`src/rtl/wnm_pkg.sv`:
```
package wnm_pkg;

    localparam int MAX_LEN    = 32;
    localparam int LEN_W      = $clog2(MAX_LEN + 1);
    localparam int IDX_W      = $clog2(MAX_LEN);
    localparam int KIND_W     = 2;
    localparam int BYTE_W     = 8;
    localparam int OUT_DATA_W = 8;
    localparam int MAIL_LEN   = 6;
    localparam int MAIL_POS_W = 3;

    localparam logic [BYTE_W-1:0] STAR_BYTE = 8'h2A;
    localparam logic [BYTE_W-1:0] MAIL_MARK = 8'hFF;

    typedef enum logic [KIND_W-1:0] {
        KIND_NAME       = 2'd0,
        KIND_PATTERN    = 2'd1,
        KIND_EVAL       = 2'd2,
        KIND_CLEAR_NAME = 2'd3
    } kind_t;

    typedef enum logic [2:0] {
        ST_IDLE,
        ST_PREP,
        ST_READ,
        ST_CMP,
        ST_FINISH
    } state_t;

    // controller to datapath
    typedef struct packed {
        logic load;
        logic prep;
        logic advance;
        logic next_base;
        logic finish;
        logic hit;
    } cmd_t;

    // datapath to controller
    typedef struct packed {
        logic imm_done;
        logic imm_hit;
        logic eq;
        logic last_char;
        logic last_base;
        logic out_free;
    } status_t;

    // the bytes of "/FIDO/"
    function automatic logic [BYTE_W-1:0] mail_byte(input logic [MAIL_POS_W-1:0] pos);
        logic [BYTE_W-1:0] b;
        unique case (pos)
            3'd0:    b = 8'h2F;
            3'd1:    b = 8'h46;
            3'd2:    b = 8'h49;
            3'd3:    b = 8'h44;
            3'd4:    b = 8'h4F;
            3'd5:    b = 8'h2F;
            default: b = 8'h00;
        endcase
        return b;
    endfunction

endpackage

```
`src/rtl/wnm_datapath.sv`:
```
module wnm_datapath (
    input  logic                            aclk,
    input  logic                            aresetn,
    input  logic                            cfg_wr_en,
    input  logic                            cfg_wr_data,
    input  logic [wnm_pkg::KIND_W-1:0]      s_kind,
    input  logic [wnm_pkg::BYTE_W-1:0]      s_byte,
    input  wnm_pkg::cmd_t                   cmd,
    output wnm_pkg::status_t                status,
    output logic                            m_valid,
    input  logic                            m_ready,
    output logic                            m_matched,
    output logic                            m_overflow
);

    localparam int LEN_W  = wnm_pkg::LEN_W;
    localparam int IDX_W  = wnm_pkg::IDX_W;
    localparam int BYTE_W = wnm_pkg::BYTE_W;

    logic [BYTE_W-1:0] name_mem [wnm_pkg::MAX_LEN];
    logic [BYTE_W-1:0] pat_mem  [wnm_pkg::MAX_LEN];

    logic [LEN_W-1:0]  name_len_reg, name_len_next;
    logic              name_long_reg, name_long_next;
    logic [LEN_W-1:0]  pat_len_reg, pat_len_next;
    logic              pat_long_reg, pat_long_next;
    logic              mode_reg;

    logic              name_ff_reg, pat_head_reg, pat_tail_reg, pat_mail_reg;

    logic [LEN_W-1:0]  m_reg, base_reg, last_base_reg, j_reg;
    logic              poff_reg;
    logic [BYTE_W-1:0] rd_name_reg, rd_pat_reg;

    logic              out_valid_reg, matched_reg, overflow_reg;

    wnm_pkg::kind_t    kind;
    logic              name_we, pat_we;
    logic              ovf;

    logic              imm_done, imm_hit, poff_calc;
    logic [LEN_W-1:0]  m_calc, b0_calc, blast_calc;

    logic [LEN_W-1:0]  name_sum, pat_sum;

    assign kind    = wnm_pkg::kind_t'(s_kind);
    assign name_we = cmd.load && (kind == wnm_pkg::KIND_NAME) && (s_byte != '0)
                     && (name_len_reg < LEN_W'(wnm_pkg::MAX_LEN));
    assign pat_we  = cmd.load && (kind == wnm_pkg::KIND_PATTERN) && (s_byte != '0)
                     && (pat_len_reg < LEN_W'(wnm_pkg::MAX_LEN));
    assign ovf     = name_long_reg || pat_long_reg;

    // lengths and overflow flags
    always_comb begin
        name_len_next  = name_len_reg;
        name_long_next = name_long_reg;
        pat_len_next   = pat_len_reg;
        pat_long_next  = pat_long_reg;
        if (cmd.load) begin
            case (kind)
                wnm_pkg::KIND_NAME: begin
                    if (s_byte != '0) begin
                        if (name_we) begin
                            name_len_next = name_len_reg + LEN_W'(1);
                        end else begin
                            name_long_next = 1'b1;
                        end
                    end
                end
                wnm_pkg::KIND_PATTERN: begin
                    if (s_byte != '0) begin
                        if (pat_we) begin
                            pat_len_next = pat_len_reg + LEN_W'(1);
                        end else begin
                            pat_long_next = 1'b1;
                        end
                    end
                end
                wnm_pkg::KIND_CLEAR_NAME: begin
                    name_len_next  = '0;
                    name_long_next = 1'b0;
                end
                default: begin
                end
            endcase
        end
        if (cmd.finish) begin
            pat_len_next  = '0;
            pat_long_next = 1'b0;
        end
    end

    always_ff @(posedge aclk) begin
        if (!aresetn) begin
            name_len_reg  <= '0;
            name_long_reg <= 1'b0;
            pat_len_reg   <= '0;
            pat_long_reg  <= 1'b0;
            mode_reg      <= 1'b0;
        end else begin
            name_len_reg  <= name_len_next;
            name_long_reg <= name_long_next;
            pat_len_reg   <= pat_len_next;
            pat_long_reg  <= pat_long_next;
            if (cfg_wr_en) begin
                mode_reg <= cfg_wr_data;
            end
        end
    end

    // per-string marks, kept up to date as bytes arrive
    always_ff @(posedge aclk) begin
        if (name_we && (name_len_reg == '0)) begin
            name_ff_reg <= (s_byte == wnm_pkg::MAIL_MARK);
        end
        if (pat_we) begin
            pat_tail_reg <= (s_byte == wnm_pkg::STAR_BYTE);
            if (pat_len_reg == '0) begin
                pat_head_reg <= (s_byte == wnm_pkg::STAR_BYTE);
                pat_mail_reg <= (s_byte == wnm_pkg::mail_byte('0));
            end else if (pat_len_reg < LEN_W'(wnm_pkg::MAIL_LEN)) begin
                pat_mail_reg <= pat_mail_reg && (s_byte ==
                    wnm_pkg::mail_byte(pat_len_reg[wnm_pkg::MAIL_POS_W-1:0]));
            end
        end
    end

    // byte stores, one write and one registered read each
    assign name_sum = base_reg + j_reg;
    assign pat_sum  = {{(LEN_W-1){1'b0}}, poff_reg} + j_reg;

    always_ff @(posedge aclk) begin
        if (name_we) begin
            name_mem[name_len_reg[IDX_W-1:0]] <= s_byte;
        end
        rd_name_reg <= name_mem[name_sum[IDX_W-1:0]];
    end

    always_ff @(posedge aclk) begin
        if (pat_we) begin
            pat_mem[pat_len_reg[IDX_W-1:0]] <= s_byte;
        end
        rd_pat_reg <= pat_mem[pat_sum[IDX_W-1:0]];
    end

    // decide what can be settled without a scan, else set up the window
    always_comb begin
        imm_done   = 1'b1;
        imm_hit    = 1'b0;
        m_calc     = pat_len_reg;
        poff_calc  = 1'b0;
        b0_calc    = '0;
        blast_calc = '0;
        if (ovf) begin
            imm_hit = 1'b0;
        end else if (pat_len_reg == '0) begin
            imm_hit = (name_len_reg == '0);
        end else if (mode_reg && (name_len_reg != '0) && name_ff_reg
                     && (pat_len_reg == LEN_W'(wnm_pkg::MAIL_LEN)) && pat_mail_reg) begin
            imm_hit = 1'b1;
        end else if (pat_head_reg && pat_tail_reg) begin
            m_calc    = pat_len_reg - LEN_W'(2);
            poff_calc = 1'b1;
            if (pat_len_reg <= LEN_W'(2)) begin
                // lone star, or two stars round nothing
                imm_hit = 1'b1;
            end else if (m_calc > name_len_reg) begin
                imm_hit = 1'b0;
            end else begin
                imm_done   = 1'b0;
                blast_calc = name_len_reg - m_calc;
            end
        end else if (pat_head_reg) begin
            m_calc    = pat_len_reg - LEN_W'(1);
            poff_calc = 1'b1;
            if (name_len_reg >= m_calc) begin
                imm_done   = 1'b0;
                b0_calc    = name_len_reg - m_calc;
                blast_calc = name_len_reg - m_calc;
            end
        end else if (pat_tail_reg) begin
            m_calc = pat_len_reg - LEN_W'(1);
            if (name_len_reg >= m_calc) begin
                imm_done = 1'b0;
            end
        end else begin
            if (name_len_reg == pat_len_reg) begin
                imm_done = 1'b0;
            end
        end
    end

    // scan counters
    always_ff @(posedge aclk) begin
        if (cmd.prep) begin
            m_reg         <= m_calc;
            poff_reg      <= poff_calc;
            base_reg      <= b0_calc;
            last_base_reg <= blast_calc;
            j_reg         <= '0;
        end else if (cmd.next_base) begin
            base_reg <= base_reg + LEN_W'(1);
            j_reg    <= '0;
        end else if (cmd.advance) begin
            j_reg <= j_reg + LEN_W'(1);
        end
    end

    // result register
    always_ff @(posedge aclk) begin
        if (!aresetn) begin
            out_valid_reg <= 1'b0;
        end else if (cmd.finish) begin
            out_valid_reg <= 1'b1;
        end else if (m_ready) begin
            out_valid_reg <= 1'b0;
        end
    end

    always_ff @(posedge aclk) begin
        if (cmd.finish) begin
            matched_reg  <= cmd.hit && !ovf;
            overflow_reg <= ovf;
        end
    end

    assign status.imm_done  = imm_done;
    assign status.imm_hit   = imm_hit;
    assign status.eq        = (rd_name_reg == rd_pat_reg);
    assign status.last_char = (j_reg == (m_reg - LEN_W'(1)));
    assign status.last_base = (base_reg == last_base_reg);
    assign status.out_free  = !out_valid_reg || m_ready;

    assign m_valid    = out_valid_reg;
    assign m_matched  = matched_reg;
    assign m_overflow = overflow_reg;

endmodule

```
`src/rtl/wnm_ctrl.sv`:
```
module wnm_ctrl (
    input  logic                        aclk,
    input  logic                        aresetn,
    input  logic                        s_valid,
    input  logic [wnm_pkg::KIND_W-1:0]  s_kind,
    output logic                        s_ready,
    input  wnm_pkg::status_t            status,
    output wnm_pkg::cmd_t               cmd
);

    wnm_pkg::state_t state_reg, state_next;
    logic            hit_reg, hit_next;
    logic            accept;

    assign s_ready = (state_reg == wnm_pkg::ST_IDLE);
    assign accept  = s_valid && s_ready;

    always_ff @(posedge aclk) begin
        if (!aresetn) begin
            state_reg <= wnm_pkg::ST_IDLE;
        end else begin
            state_reg <= state_next;
        end
    end

    always_ff @(posedge aclk) begin
        hit_reg <= hit_next;
    end

    always_comb begin
        state_next    = state_reg;
        hit_next      = hit_reg;
        cmd           = '0;
        cmd.load      = accept;
        cmd.hit       = hit_reg;
        unique case (state_reg)
            wnm_pkg::ST_IDLE: begin
                if (accept && (wnm_pkg::kind_t'(s_kind) == wnm_pkg::KIND_EVAL)) begin
                    state_next = wnm_pkg::ST_PREP;
                end
            end
            wnm_pkg::ST_PREP: begin
                cmd.prep = 1'b1;
                if (status.imm_done) begin
                    hit_next   = status.imm_hit;
                    state_next = wnm_pkg::ST_FINISH;
                end else begin
                    state_next = wnm_pkg::ST_READ;
                end
            end
            wnm_pkg::ST_READ: begin
                // store read in flight
                state_next = wnm_pkg::ST_CMP;
            end
            wnm_pkg::ST_CMP: begin
                if (status.eq) begin
                    if (status.last_char) begin
                        hit_next   = 1'b1;
                        state_next = wnm_pkg::ST_FINISH;
                    end else begin
                        cmd.advance = 1'b1;
                        state_next  = wnm_pkg::ST_READ;
                    end
                end else if (status.last_base) begin
                    hit_next   = 1'b0;
                    state_next = wnm_pkg::ST_FINISH;
                end else begin
                    cmd.next_base = 1'b1;
                    state_next    = wnm_pkg::ST_READ;
                end
            end
            wnm_pkg::ST_FINISH: begin
                // hold until the result register is free
                if (status.out_free) begin
                    cmd.finish = 1'b1;
                    state_next = wnm_pkg::ST_IDLE;
                end
            end
            default: begin
                state_next = wnm_pkg::ST_IDLE;
            end
        endcase
    end

endmodule

```
`src/rtl/wildcard_name_match_core.sv`:
```
// Byte loads (name, pattern, clear name): one request per cycle while idle, no result.
// Evaluate request: settled in the prepare state from lengths and marks, or by
// byte compares (a read state, then a compare state) through the single read port
// of each byte store (up to (lu-m+1)*m compares for a star-enclosed pattern).
// Input is held off from an evaluate request until its result is registered.
// Reset: synchronous, active low; clears lengths, overflow flags and the mode.
module wildcard_name_match_core (
    input  logic                              aclk,
    input  logic                              aresetn,
    input  logic                              cfg_wr_en,
    input  logic                              cfg_wr_data,   // special_mail_mode
    input  logic                              s_axis_tvalid,
    output logic                              s_axis_tready,
    input  logic [wnm_pkg::BYTE_W-1:0]        s_axis_tdata,  // [7:0] char_value
    input  logic [wnm_pkg::KIND_W-1:0]        s_axis_tuser,  // [1:0] kind
    output logic                              m_axis_tvalid,
    input  logic                              m_axis_tready,
    output logic [wnm_pkg::OUT_DATA_W-1:0]    m_axis_tdata,  // [0] matched, [7:1] zero
    output logic                              m_axis_tuser   // [0] overflow
);

    wnm_pkg::cmd_t    cmd;
    wnm_pkg::status_t status;
    logic             matched;

    wnm_ctrl u_ctrl (
        .aclk    (aclk),
        .aresetn (aresetn),
        .s_valid (s_axis_tvalid),
        .s_kind  (s_axis_tuser),
        .s_ready (s_axis_tready),
        .status  (status),
        .cmd     (cmd)
    );

    wnm_datapath u_datapath (
        .aclk        (aclk),
        .aresetn     (aresetn),
        .cfg_wr_en   (cfg_wr_en),
        .cfg_wr_data (cfg_wr_data),
        .s_kind      (s_axis_tuser),
        .s_byte      (s_axis_tdata),
        .cmd         (cmd),
        .status      (status),
        .m_valid     (m_axis_tvalid),
        .m_ready     (m_axis_tready),
        .m_matched   (matched),
        .m_overflow  (m_axis_tuser)
    );

    assign m_axis_tdata = {{(wnm_pkg::OUT_DATA_W-1){1'b0}}, matched};

endmodule

```
`config.mk`:
```
export PLATFORM = sky130hd
export DESIGN_NAME = wildcard_name_match_core
export DESIGN_NICKNAME = d
export VERILOG_FILES = /design/src/rtl/wnm_pkg.sv /design/src/rtl/wnm_datapath.sv /design/src/rtl/wnm_ctrl.sv /design/src/rtl/wildcard_name_match_core.sv
export SDC_FILE = /design/constraint.sdc
export NUM_CORES = 1
export LEC_CHECK = 0
export ABC_AREA = 1
export CORE_UTILIZATION = 55
export CTS_CLUSTER_SIZE = 16
export DETAILED_ROUTE_END_ITERATION = 8
export DONT_BUFFER_PORTS = 1
export PLACE_DENSITY = 0.7
export REMOVE_ABC_BUFFERS = 1
export SLEW_MARGIN = 40
export SYNTH_ARGS = -nofsm -noshare
export SYNTH_HDL_FRONTEND = slang
export SYNTH_SLANG_ARGS = --single-unit
```
`constraint.sdc`:
```
create_clock -name aclk -period 5.83 [get_ports aclk]
set_clock_uncertainty 0.1 [all_clocks]
set_input_delay 0.583 -clock aclk [delete_from_list [all_inputs] [get_ports aclk]]
set_output_delay 0.583 -clock aclk [all_outputs]
set_load 0.05 [all_outputs]
```
==> reports/results.ini, run 1 <==
[outcome]
status=finished, final reports clean

[detailed_routing]
drt-initial-drc-count=1856
wirelength_um=62400
firstDrtPassIters=6
ant_nets=0
avgViaCountPerCell=5.95
drc_errors=0
avgRoutedWirePerCell_um=21.7
vias=17100

[logic_synthesis]
syn_inst=2253
synth-simple-area-share_pct=14.3
syn_area_um2=25300
synthMuxAreaShare_pct=0.671
synthArstFlopShare_pct=0
yosysSeqAreaShare_pct=67.0
synthFlopType=edfxtp_1
synth_seq_cells=579
synth_xor_area_share_pct=1.27
yosysWarnings=0
synth_edf_count=538
synth_top_family_by_area=simple AND/OR/NAND/NOR gates
synth_cell_type_count=54
synth-adder-area-share_pct=2.06
synth_compound_area_share_pct=10.7
avgSynthCellArea_um2=11.2

[finish]
antenna_cells=0
fin_nets=2284
synthToLayoutAreaGrowth_pct=10.4
final_util_pct=61.6
drive_above_1_share_pct=8.27

[clock_network]
cts_made_buffers=57
cts_setup_buffers=0
hold_buffers=14
path_clk_slew_ns=0.07
htree_levels=2
cts_buffer_depth=3
cts_resized=0
cts.sinks=579
cts_tree=done
root_buffer=clkbuf_16
clk_latency_ns=0.61

[timing]
min_period_ns=3.81
final.setup.tns_ns=0
fmax_mhz=262
maxSlewHeadroom_pct=42.7
final-hold-violation-count=0
tightest_slew_ns=0.857
setup-violations-final=0
rsz0062_at_grt=no
slew_violations=0
finalCritPeriodShare_pct=65.4

[floorplan]
dieArea_um2=46900
io_pins=27
die_y_um=217
core_area_um2=45400
die_w_um=217
initial_core_util_pct=55.8
row_count=78

[critical_path]
cp.arrival_ns=4.18
r2r_cells=14
regToRegEndpoint=u_datapath.last_base_reg[4]$_SDFFCE_PP0P_
slowest_delay_ns=0.81
crit_path_start_kind=flip-flop
cp-startpoint=u_datapath.pat_len_reg[2]$_SDFFE_PP0P_
path_cells=clkinv_1 > ha_1 > inv_1 > o21ai_0 > o21ai_0 > inv_1 > ha_1 > nand2_1 > inv_1 > nand4_1 > nand3_1 > nand3_1 > or2_2 > a21oi_1
critPathCaptureType=flip-flop
cp_slowest_cell=dfxtp_1
cp_max_fo=17
path_common_cell=inv_1
rr_startpoint=u_datapath.pat_len_reg[2]$_SDFFE_PP0P_
cp-endpoint=u_datapath.last_base_reg[4]$_SDFFCE_PP0P_
cp.required_ns=6.19
r2r_slack_ns=2.02
worst-setup-path-type=flip-flop to flip-flop

[global_routing]
grt_max_degree=82
grt-ovfl-total=0
antenna_found_initial=0
first_global_vias=16400
grtUsageTotal_pct=26.8
grt_pass1_wl_um=95600

[worst_hold_path]
hold_path.class=input pin to flip-flop

[pwr]
ir_worst_vdd_mv=0.261
p_per_area_nw_per_um2=318
p_leak_nw=9.65

[placement]
hpwl_um=36400
gp_congestion=0.907
port_buffers=0

[run]
cap_violations=0

==> final cells by class <==
class / count / area, um2
fillers: 3540 / 17400
flip-flops and latches: 579 / 17000
multi-input cells: 1445 / 7510
clock buffers: 71 / 1550
well taps: 600 / 751
inverters: 117 / 449
repair buffers: 28 / 405
clock inverters: 34 / 330
==> power by group <==
part	switching, mW	total [mW]	internal [mW]
clock	1.54	3.68	2.15
sequential	0.0344	4.61	4.57
combinational	0.421	0.593	0.172
==> routing by layer <==
metal / vias up / track usage (%) / wire length, um
met5: - / 0 / 0
met2: 732 / 41.5 / 28600
met4: 0 / 8.22 / 1880
met3: 121 / 5.54 / 5630
met1: 8315 / 38.3 / 26300
li1: 7933 / - / -
==> how the worst min path moves through the flow <==
stage                                                    start                               endpoint  slack, ns  cells past startpoint
after global placement    u_datapath.pat_long_reg$_SDFFE_PP0P_   u_datapath.pat_long_reg$_SDFFE_PP0P_       0.36                      2
after global routing                                   aresetn       u_ctrl.state_reg[1]$_SDFFE_PN0P_       0.03                      2
final                                                  aresetn  u_datapath.name_long_reg$_SDFFE_PN0P_       0.03                      2
after detailed placement  u_datapath.pat_long_reg$_SDFFE_PP0P_   u_datapath.pat_long_reg$_SDFFE_PP0P_       0.37                      2
after floorplan           u_datapath.pat_long_reg$_SDFFE_PP0P_   u_datapath.pat_long_reg$_SDFFE_PP0P_       0.34                      2
after CTS                                              aresetn  u_datapath.name_long_reg$_SDFFE_PN0P_      0.001                      2
==> logic make-up (layout without fill, tap and decap cells) <==
| logic type | count (synthesis) | in the layout |
|---|---|---|
| other | 1 | 7 |
| AND/OR/NAND/NOR | 879 | 879 |
| adder cells (fa/ha/maj) | 40 | 40 |
| flip-flops | 579 | 579 |
| XOR/XNOR | 33 | 33 |
| multiplexers | 17 | 17 |
| buffers and inverters | 235 | 250 |
| AO/OA/AOI/OAI | 469 | 469 |
==> placed cells by master, fill, tap and decap left out, types with 4 or more instances in the layout <==
| cell type | synthesis | final |
|---|---|---|
| clkbuf_1 | 55 | 9 |
| buf_4 | 13 | 12 |
| clkbuf_16 | 0 | 59 |
| nand4_1 | 17 | 17 |
| clkinv_1 | 1 | 11 |
| xnor2_1 | 11 | 11 |
| inv_1 | 105 | 103 |
| nor3_1 | 6 | 6 |
| nand3b_1 | 4 | 4 |
| nand3_1 | 78 | 78 |
| nand3_2 | 8 | 8 |
| edfxtp_1 | 538 | 538 |
| dfxtp_1 | 41 | 41 |
| a21oi_1 | 38 | 38 |
| dlygate4sd3_1 | 0 | 5 |
| mux2i_1 | 17 | 17 |
| bufinv_16 | 0 | 6 |
| clkinvlp_4 | 0 | 6 |
| conb_1 | 1 | 7 |
| nand2_1 | 238 | 238 |
| nor2_2 | 5 | 25 |
| nor2_1 | 500 | 479 |
| ha_1 | 37 | 34 |
| clkinv_2 | 0 | 10 |
| o211ai_1 | 49 | 49 |
| o21ai_1 | 22 | 21 |
| nand2_2 | 5 | 5 |
| or2_2 | 4 | 4 |
| o31ai_1 | 9 | 9 |
| buf_16 | 0 | 8 |
| inv_4 | 1 | 4 |
| o21ai_0 | 277 | 277 |
| o22ai_1 | 21 | 21 |
| xor2_1 | 19 | 17 |
| inv_2 | 10 | 9 |
| o32ai_1 | 40 | 40 |
| nand2_4 | 4 | 4 |
==> cells in the mapped netlist, types with 2 or more instances <==
library cell	instances	share of area, %
edfxtp_1	538	64
nor2_1	500	7.4
o21ai_0	277	5.5
nand2_1	238	3.5
inv_1	105	1.6
nand3_1	78	1.5
clkbuf_1	55	0.81
o211ai_1	49	1.5
buf_2	44	0.87
dfxtp_1	41	3.2
o32ai_1	40	1.4
a21oi_1	38	0.75
ha_1	37	1.8
o21ai_1	22	0.43
o22ai_1	21	0.52
xor2_1	19	0.66
mux2i_1	17	0.67
nand4_1	17	0.42
buf_4	13	0.39
xnor2_1	11	0.38
inv_2	10	0.15
o31ai_1	9	0.27
nand3_2	8	0.32
nor3_1	6	0.12
nand2_2	5	0.12
nor2_2	5	0.12
buf_1	4	0.059
nand2_4	4	0.18
nand3b_1	4	0.12
or2_2	4	0.099
fa_1	3	0.24
o221ai_1	3	0.10
a211oi_1	2	0.059
buf_6	2	0.089
nor2_4	2	0.089
nor3b_1	2	0.059
nor4_1	2	0.049
o21a_1	2	0.059
==> critical path, delay by kind of cell (launching register included) <==
| kind | cells | cell delay, ns |
|---|---|---|
| adders and majority gates | 2 | 0.83 |
| DFF | 1 | 0.81 |
| AOI/OAI and AO/OA | 3 | 0.34 |
| and+or+nand+nor | 5 | 0.72 |
| buffers and inverters | 4 | 0.88 |
==> metrics by stage <==
step	std cells	hold WS [ns]	worst slack (ns)	power, mW	cell area, um2
floorplan	2141	0.338	0.304	5.05	24800
global placement	2753	0.357	2.13	5.19	25700
detailed placement	2755	0.373	2.11	5.20	25800
CTS	2874	0.000950	2.10	8.91	27900
global route	2874	0.0266	1.73	9.15	28000
finish	2874	0.0255	2.02	8.88	28000
Note: power is estimated with default switching activity, not from simulation.
==> run 2: changes to the inputs <==
- PLACE_DENSITY: 0.7 -> 0.73
- clock period: 5.83 -> 3.2 ns (I/O delays scaled with it)
==> run 2 against run 1 <==
  * Power increased by 80%
  * Via count increased by 2.4%
  * Critical path depth increased by 2
  * Clock power increased by 76%
  * Design area increased by 2.4%
  * Cell count increased by 3.5%
  * Maximum frequency increased by 25%
  * Highest routed layer unchanged
==> reports/results.ini, run 2 (synthesized netlist as in run 1, its figures left out) <==
[critical_path]
path_common_cell=nand2_1
cp_slowest_cell=dlygate4sd3_1
slowest_delay_ns=0.56  ; -0.25 ns
cp.required_ns=3.67  ; -2.52 ns
cp_max_fo=16  ; -1
cp.arrival_ns=3.51  ; -0.67 ns
critPathCaptureType=flip-flop
path_cells=buf_4 > nor3_1 > xor2_1 > ha_1 > nand2_1 > inv_1 > nand4_1 > nand3_1 > a21oi_1 > nor2_1 > nand2_1 > nand2_1 > nand3_1 > nand2_1 > dlygate4sd3_1 > inv_1
crit_path_start_kind=flip-flop
worst-setup-path-type=flip-flop to flip-flop

[floorplan]
die_w_um=217  ; unchanged
initial_core_util_pct=55.8  ; unchanged
row_count=78  ; unchanged
core_area_um2=45400  ; unchanged
die_y_um=217  ; unchanged
io_pins=27  ; unchanged
dieArea_um2=46900  ; unchanged

[placement]
placed_cell_area_um2=26500  ; +2.7%
gp_congestion=0.980  ; +8.0%
place_ws_ns=0.371  ; -1.74 ns
port_buffers=0  ; unchanged
place_inst=2841  ; +3.1%
hpwl_um=36600  ; +0.77%

[pwr]
total_power_mw=16.0  ; +80%
p_per_area_nw_per_um2=559  ; +76%
ir_worst_vdd_mv=0.484  ; +85%
p_leak_nw=10.1  ; +5.1%

[detailed_routing]
avgViaCountPerCell=5.89  ; -1.1%
vias=17500  ; +2.4%
drc_errors=0  ; unchanged
firstDrtPassIters=6  ; unchanged
drt-initial-drc-count=2146  ; +16%
wirelength_um=62400  ; about the same
ant_nets=0  ; unchanged
avgRoutedWirePerCell_um=21.0  ; -3.3%

[global_routing]
grt_pass1_wl_um=95800  ; +0.31%
first_global_vias=16900  ; +3.0%
grt-ovfl-total=0  ; unchanged
antenna_found_initial=1  ; +1
grt_max_degree=129  ; +57%
grtUsageTotal_pct=26.8  ; -0.034 points

[finish]
final_util_pct=63.1  ; +1.5 points
fin_cells=2974  ; +3.5%
synthToLayoutAreaGrowth_pct=13.1
mostFrequentLayoutCells=edfxtp_1, nor2_1, o21ai_0
fillers=3456  ; -2.4%
drive_above_1_share_pct=10.8  ; +2.5 points
fin_nets=2374  ; +3.9%
layout_commonest_cell=edfxtp_1
finalInstanceArea_um2=28700  ; +2.4%

[worst_hold_path]
hold_path.class=input pin to flip-flop

[timing]
whs_ns=0.0142  ; -0.0113 ns
maxSlewHeadroom_pct=47.6  ; +4.9 points
slew_violations=0  ; unchanged
fin_ws_ns=0.159  ; -1.86 ns
fmax_mhz=329  ; +25%
final-hold-violation-count=0  ; unchanged
min_period_ns=3.04  ; -0.771 ns
finalCritPeriodShare_pct=95.0  ; +30 points
tightest_slew_ns=0.783  ; -0.0736 ns
setup-violations-final=0  ; unchanged
final.setup.tns_ns=0  ; unchanged

[clock_network]
cts_made_buffers=57  ; unchanged
path_clk_slew_ns=0.07  ; about the same
root_buffer=clkbuf_16
cts.sinks=579  ; unchanged
cts_buffer_depth=3  ; unchanged
clk_latency_ns=0.63  ; +0.02 ns
htree_levels=2  ; unchanged
cts_tree=done

[run]
cap_violations=0  ; unchanged

[outcome]
status=finished, final reports clean

run 2: cell count changes in the layout (fill, tap and decap cells not counted), moves of 4 or more:
cell,delta
dlygate4sd3_1,+4
inv_6,+4
buf_4,+81
buf_12,+6
nor2_1,+21
diode_2,+7
nor2_2,-21
run 2: cell type report:
type	count	area, um2	share of cell area (%)
antenna	7	17.5	0.0611
clock buffer	69	1510	5.28
clock inverter	39	299	1.04
inverter	117	443	1.55
multi-input combinational	1445	7480	26.1
sequential	579	17000	59.3
tap	600	751	2.62
timing repair buffer	118	1170	4.08
run 2: power breakdown:
group	switching, mW	internal, mW	leakage, nW	total (mW)
clock network	2.86	3.63	0.889	6.49
logic	0.793	0.351	4.07	1.14
registers	0.0488	8.33	5.18	8.38
run 2: per-layer routing:
metal / track usage [%] / vias to the layer above / part of all wire [%]
li1: - / 8120 / -
met2: 43.5 / 763 / 48
met1: 35.8 / 8499 / 40
met5: 0 / - / 0
met3: 6.25 / 126 / 9.1
met4: 8.64 / 0 / 2.9
run 2: worst max-delay path, delay by kind of cell (launching register included):
family / cells / cell delay (ns)
buffers and inverters: 4 / 0.86
AND/OR/NAND/NOR: 9 / 0.85
XOR/XNOR: 1 / 0.35
adder cells (fa/ha/maj): 1 / 0.35
flip-flops: 1 / 0.32
AO/OA/AOI/OAI: 1 / 0.16
run 2: timing repair:
item / 4_1_cts / 5_1_grt
hold buffers: 17 / 0
endpoints found under the hold margin: 534 / 0
setup buffers: 0 / 1
setup endpoints to repair: 0 / 1
gates resized for setup: 0 / 9
run 2: path summary, 6_finish.rpt:
| kind | slack (ns) | cells past startpoint | start | to |
|---|---|---|---|---|
| max | 0.16 | 16 | u_datapath.pat_len_reg[2]$_SDFFE_PP0P_ | u_ctrl.state_reg[2]$_SDFFE_PN0P_ |
| min | 0.01 | 1 | s_axis_tdata[5] | u_datapath.name_mem[17][5]$_DFFE_PP_ |
| max reg2reg | 0.16 | 16 | u_datapath.pat_len_reg[2]$_SDFFE_PP0P_ | u_ctrl.state_reg[2]$_SDFFE_PN0P_ |
| min reg2reg | 0.39 | 1 | u_ctrl.state_reg[0]$_SDFFE_PN0P_ | u_ctrl.state_reg[0]$_SDFFE_PN0P_ |
==> run 3: changes to the inputs <==
- CORE_ASPECT_RATIO: default -> 1.1
==> run 3 against run 2 <==
  * Hold slack improved by 0.019 ns
  * Critical endpoint is now u_datapath.rd_name_reg[4]$_DFF_P_
  * Cell count decreased by 0.44%
  * Via count grew 1.2%
  * Global-route usage grew 0.25 points
  * The run now ends with design-rule violations left
  * Routed wire length grew 0.52%
==> reports/results.ini, run 3 (synthesized netlist as in run 1, its figures left out) <==
[critical_path]
critPathCaptureType=flip-flop
slowest_delay_ns=0.96  ; +0.40 ns
cp_max_fo=10  ; -6
worst-setup-path-type=flip-flop to flip-flop
cp_slowest_cell=fa_4
cp_num_buf_inv=1  ; -3
cp.arrival_ns=3.45  ; -0.06 ns
path_cells=ha_4 > fa_4 > buf_4 > o21ai_0 > o21ai_0 > nand2_1 > nand2_1 > nor2_1 > o31ai_1
crit_path_start_kind=flip-flop
cp.required_ns=3.61  ; -0.06 ns
cp_top_family=adder cells

[finish]
multi_input_area_um2=7480  ; unchanged
layout_commonest_cell=edfxtp_1
seq_area_um2=17000  ; about the same
fillers=3416  ; -1.2%
final_util_pct=62.9  ; -0.27 points
drive_above_1_share_pct=11.1  ; +0.31 points
fin_nets=2383  ; +0.38%
synthToLayoutAreaGrowth_pct=13.0  ; about the same
mostFrequentLayoutCells=edfxtp_1, nor2_1, o21ai_0

[timing]
setup-violations-final=0  ; unchanged
fmax_mhz=329  ; about the same
rsz0062_at_grt=no
fin_ws_ns=0.162  ; +0.00260 ns
min_period_ns=3.04  ; -0.00260 ns
maxSlewHeadroom_pct=48.5  ; +0.87 points
slew_violations=0  ; unchanged
finalCritPeriodShare_pct=95.0  ; about the same
tightest_slew_ns=0.770  ; -0.0130 ns
final-hold-violation-count=0  ; unchanged

[global_routing]
grt_pass1_wl_um=96100  ; +0.22%
first_global_vias=17300  ; +2.6%
grtUsageTotal_pct=27.1  ; +0.25 points
grt_max_degree=87  ; -33%
grt-ovfl-total=0  ; unchanged
antenna_found_initial=0  ; -1

[clock_network]
cts_made_buffers=55  ; -3.5%
cts_tree=done
path_clk_slew_ns=0.06  ; about the same
htree_levels=2  ; unchanged
cts.sinks=579  ; unchanged
cts_buffer_depth=3  ; unchanged
root_buffer=clkbuf_16
clk_latency_ns=0.61  ; -0.02 ns

[pwr]
switching_share_pct=22.9  ; -0.21 points
pwr-share-seq_pct=53.0  ; +0.7 points
p_int_mw=12.2  ; -0.86%
combPwrFrac_pct=7.3  ; +0.2 points
p_per_area_nw_per_um2=553  ; -1.1%
switchingPower_mw=3.63  ; -2.0%
ir_worst_vdd_mv=0.443  ; -8.4%
p_leak_nw=10.2  ; +0.20%
power_frac_clock_pct=39.8  ; -0.7 points

[detailed_routing]
avgViaCountPerCell=5.99  ; +1.7%
drt-initial-drc-count=2179  ; +1.5%
drc_errors=2  ; +2
vias=17700  ; +1.2%
avgRoutedWirePerCell_um=21.2  ; +0.96%
ant_nets=0  ; unchanged
firstDrtPassIters=8  ; +2
wirelength_um=62800  ; +0.52%

[floorplan]
io_pins=27  ; unchanged
dieArea_um2=46900  ; about the same
row_count=82  ; +5.1%
initial_core_util_pct=55.6  ; -0.21 points
core_area_um2=45600  ; +0.38%
die_y_um=227  ; +4.8%
die_w_um=207  ; -4.6%

[placement]
gp_congestion=0.952  ; -2.9%
hpwl_um=37800  ; +3.2%
port_buffers=0  ; unchanged
place_ws_ns=0.136  ; -0.236 ns

[run]
cap_violations=0  ; unchanged

[outcome]
status=finished, violations left
violations=design-rule violations

[worst_hold_path]
hold_path.class=input pin to flip-flop

run 3: changes by cell type in the layout (fill, tap and decap cells not counted), sizes merged:
cell	change
buf	+7
diode	-6
clkinvlp	-1
dlygate4sd3	+4
clkinv	-2
bufinv	-1
inv	-5
clkbuf	+3
run 3: worst register-to-register path: stages, from the launching register on:
cell and delay, ns:
edfxtp_1 0.50, ha_4 0.22, fa_4 0.96, buf_4 0.23, o21ai_0 0.10, o21ai_0 0.26
nand2_1 0.10, nand2_1 0.12, nor2_1 0.09, o31ai_1 0.27
run 3: cell type report:
type                       instances  area share [%]
clock inverter                    30           0.738
inverter                         117            1.56
antenna                            1         0.00874
sequential                       579            59.3
tap                              588            2.57
multi-input combinational       1445            26.1
clock buffer                      72            5.32
timing repair buffer             129            4.42
run 3: stage by stage:
stage               hold WS [ns]  setup TNS (ns)  total power [mW]  std cells  area (um2)
floorplan                  0.313          -29.81              9.19       2141       24800
global placement           0.314               0              9.49       2833       26500
detailed placement         0.318               0              9.51       2833       26500
CTS                      0.00925               0              15.9       2955       28500
global route              0.0271               0              16.3       2960       28600
finish                    0.0334               0              15.8       2961       28600
run 3: power groups by stage:
stage          Clock (mW)  Combinational [mW]  Sequential, mW
2_1_floorplan           0               0.661            8.53
3_3_place_gp            0               0.937            8.55
3_5_place_dp            0               0.957            8.55
4_1_cts              6.34                1.13            8.39
5_1_grt              6.61                1.26            8.39
6_report             6.29                1.15            8.39
run 3: final timing paths:
| kind | startpoint | to | slack [ns] | cells after the start |
|---|---|---|---|---|
| hold / removal | s_axis_tdata[1] | u_datapath.name_mem[28][1]$_DFFE_PP_ | 0.03 | 1 |
| hold reg to reg | u_ctrl.state_reg[0]$_SDFFE_PN0P_ | u_ctrl.state_reg[0]$_SDFFE_PN0P_ | 0.38 | 1 |
| setup / recovery | u_datapath.base_reg[0]$_DFFE_PP_ | u_datapath.rd_name_reg[4]$_DFF_P_ | 0.16 | 9 |
| setup reg to reg | u_datapath.base_reg[0]$_DFFE_PP_ | u_datapath.rd_name_reg[4]$_DFF_P_ | 0.16 | 9 |
run 3: per-layer routing:
metal | global-route usage (%) | vias to the layer above | part of all wire [%]
met2 | 45.0 | 825 | 49
met1 | 36.3 | 8646 | 41
met4 | 9.56 | 0 | 3.2
met3 | 4.15 | 129 | 7.3
met5 | 0 | - | 0
li1 | - | 8125 | -
run 3: what timing repair did:
item | CTS | global route
hold endpoints to repair | 533 | 2
hold buffers | 20 | 1
endpoints found under the setup margin | 0 | 3
gates resized for setup | 0 | 10
setup buffers | 0 | 4
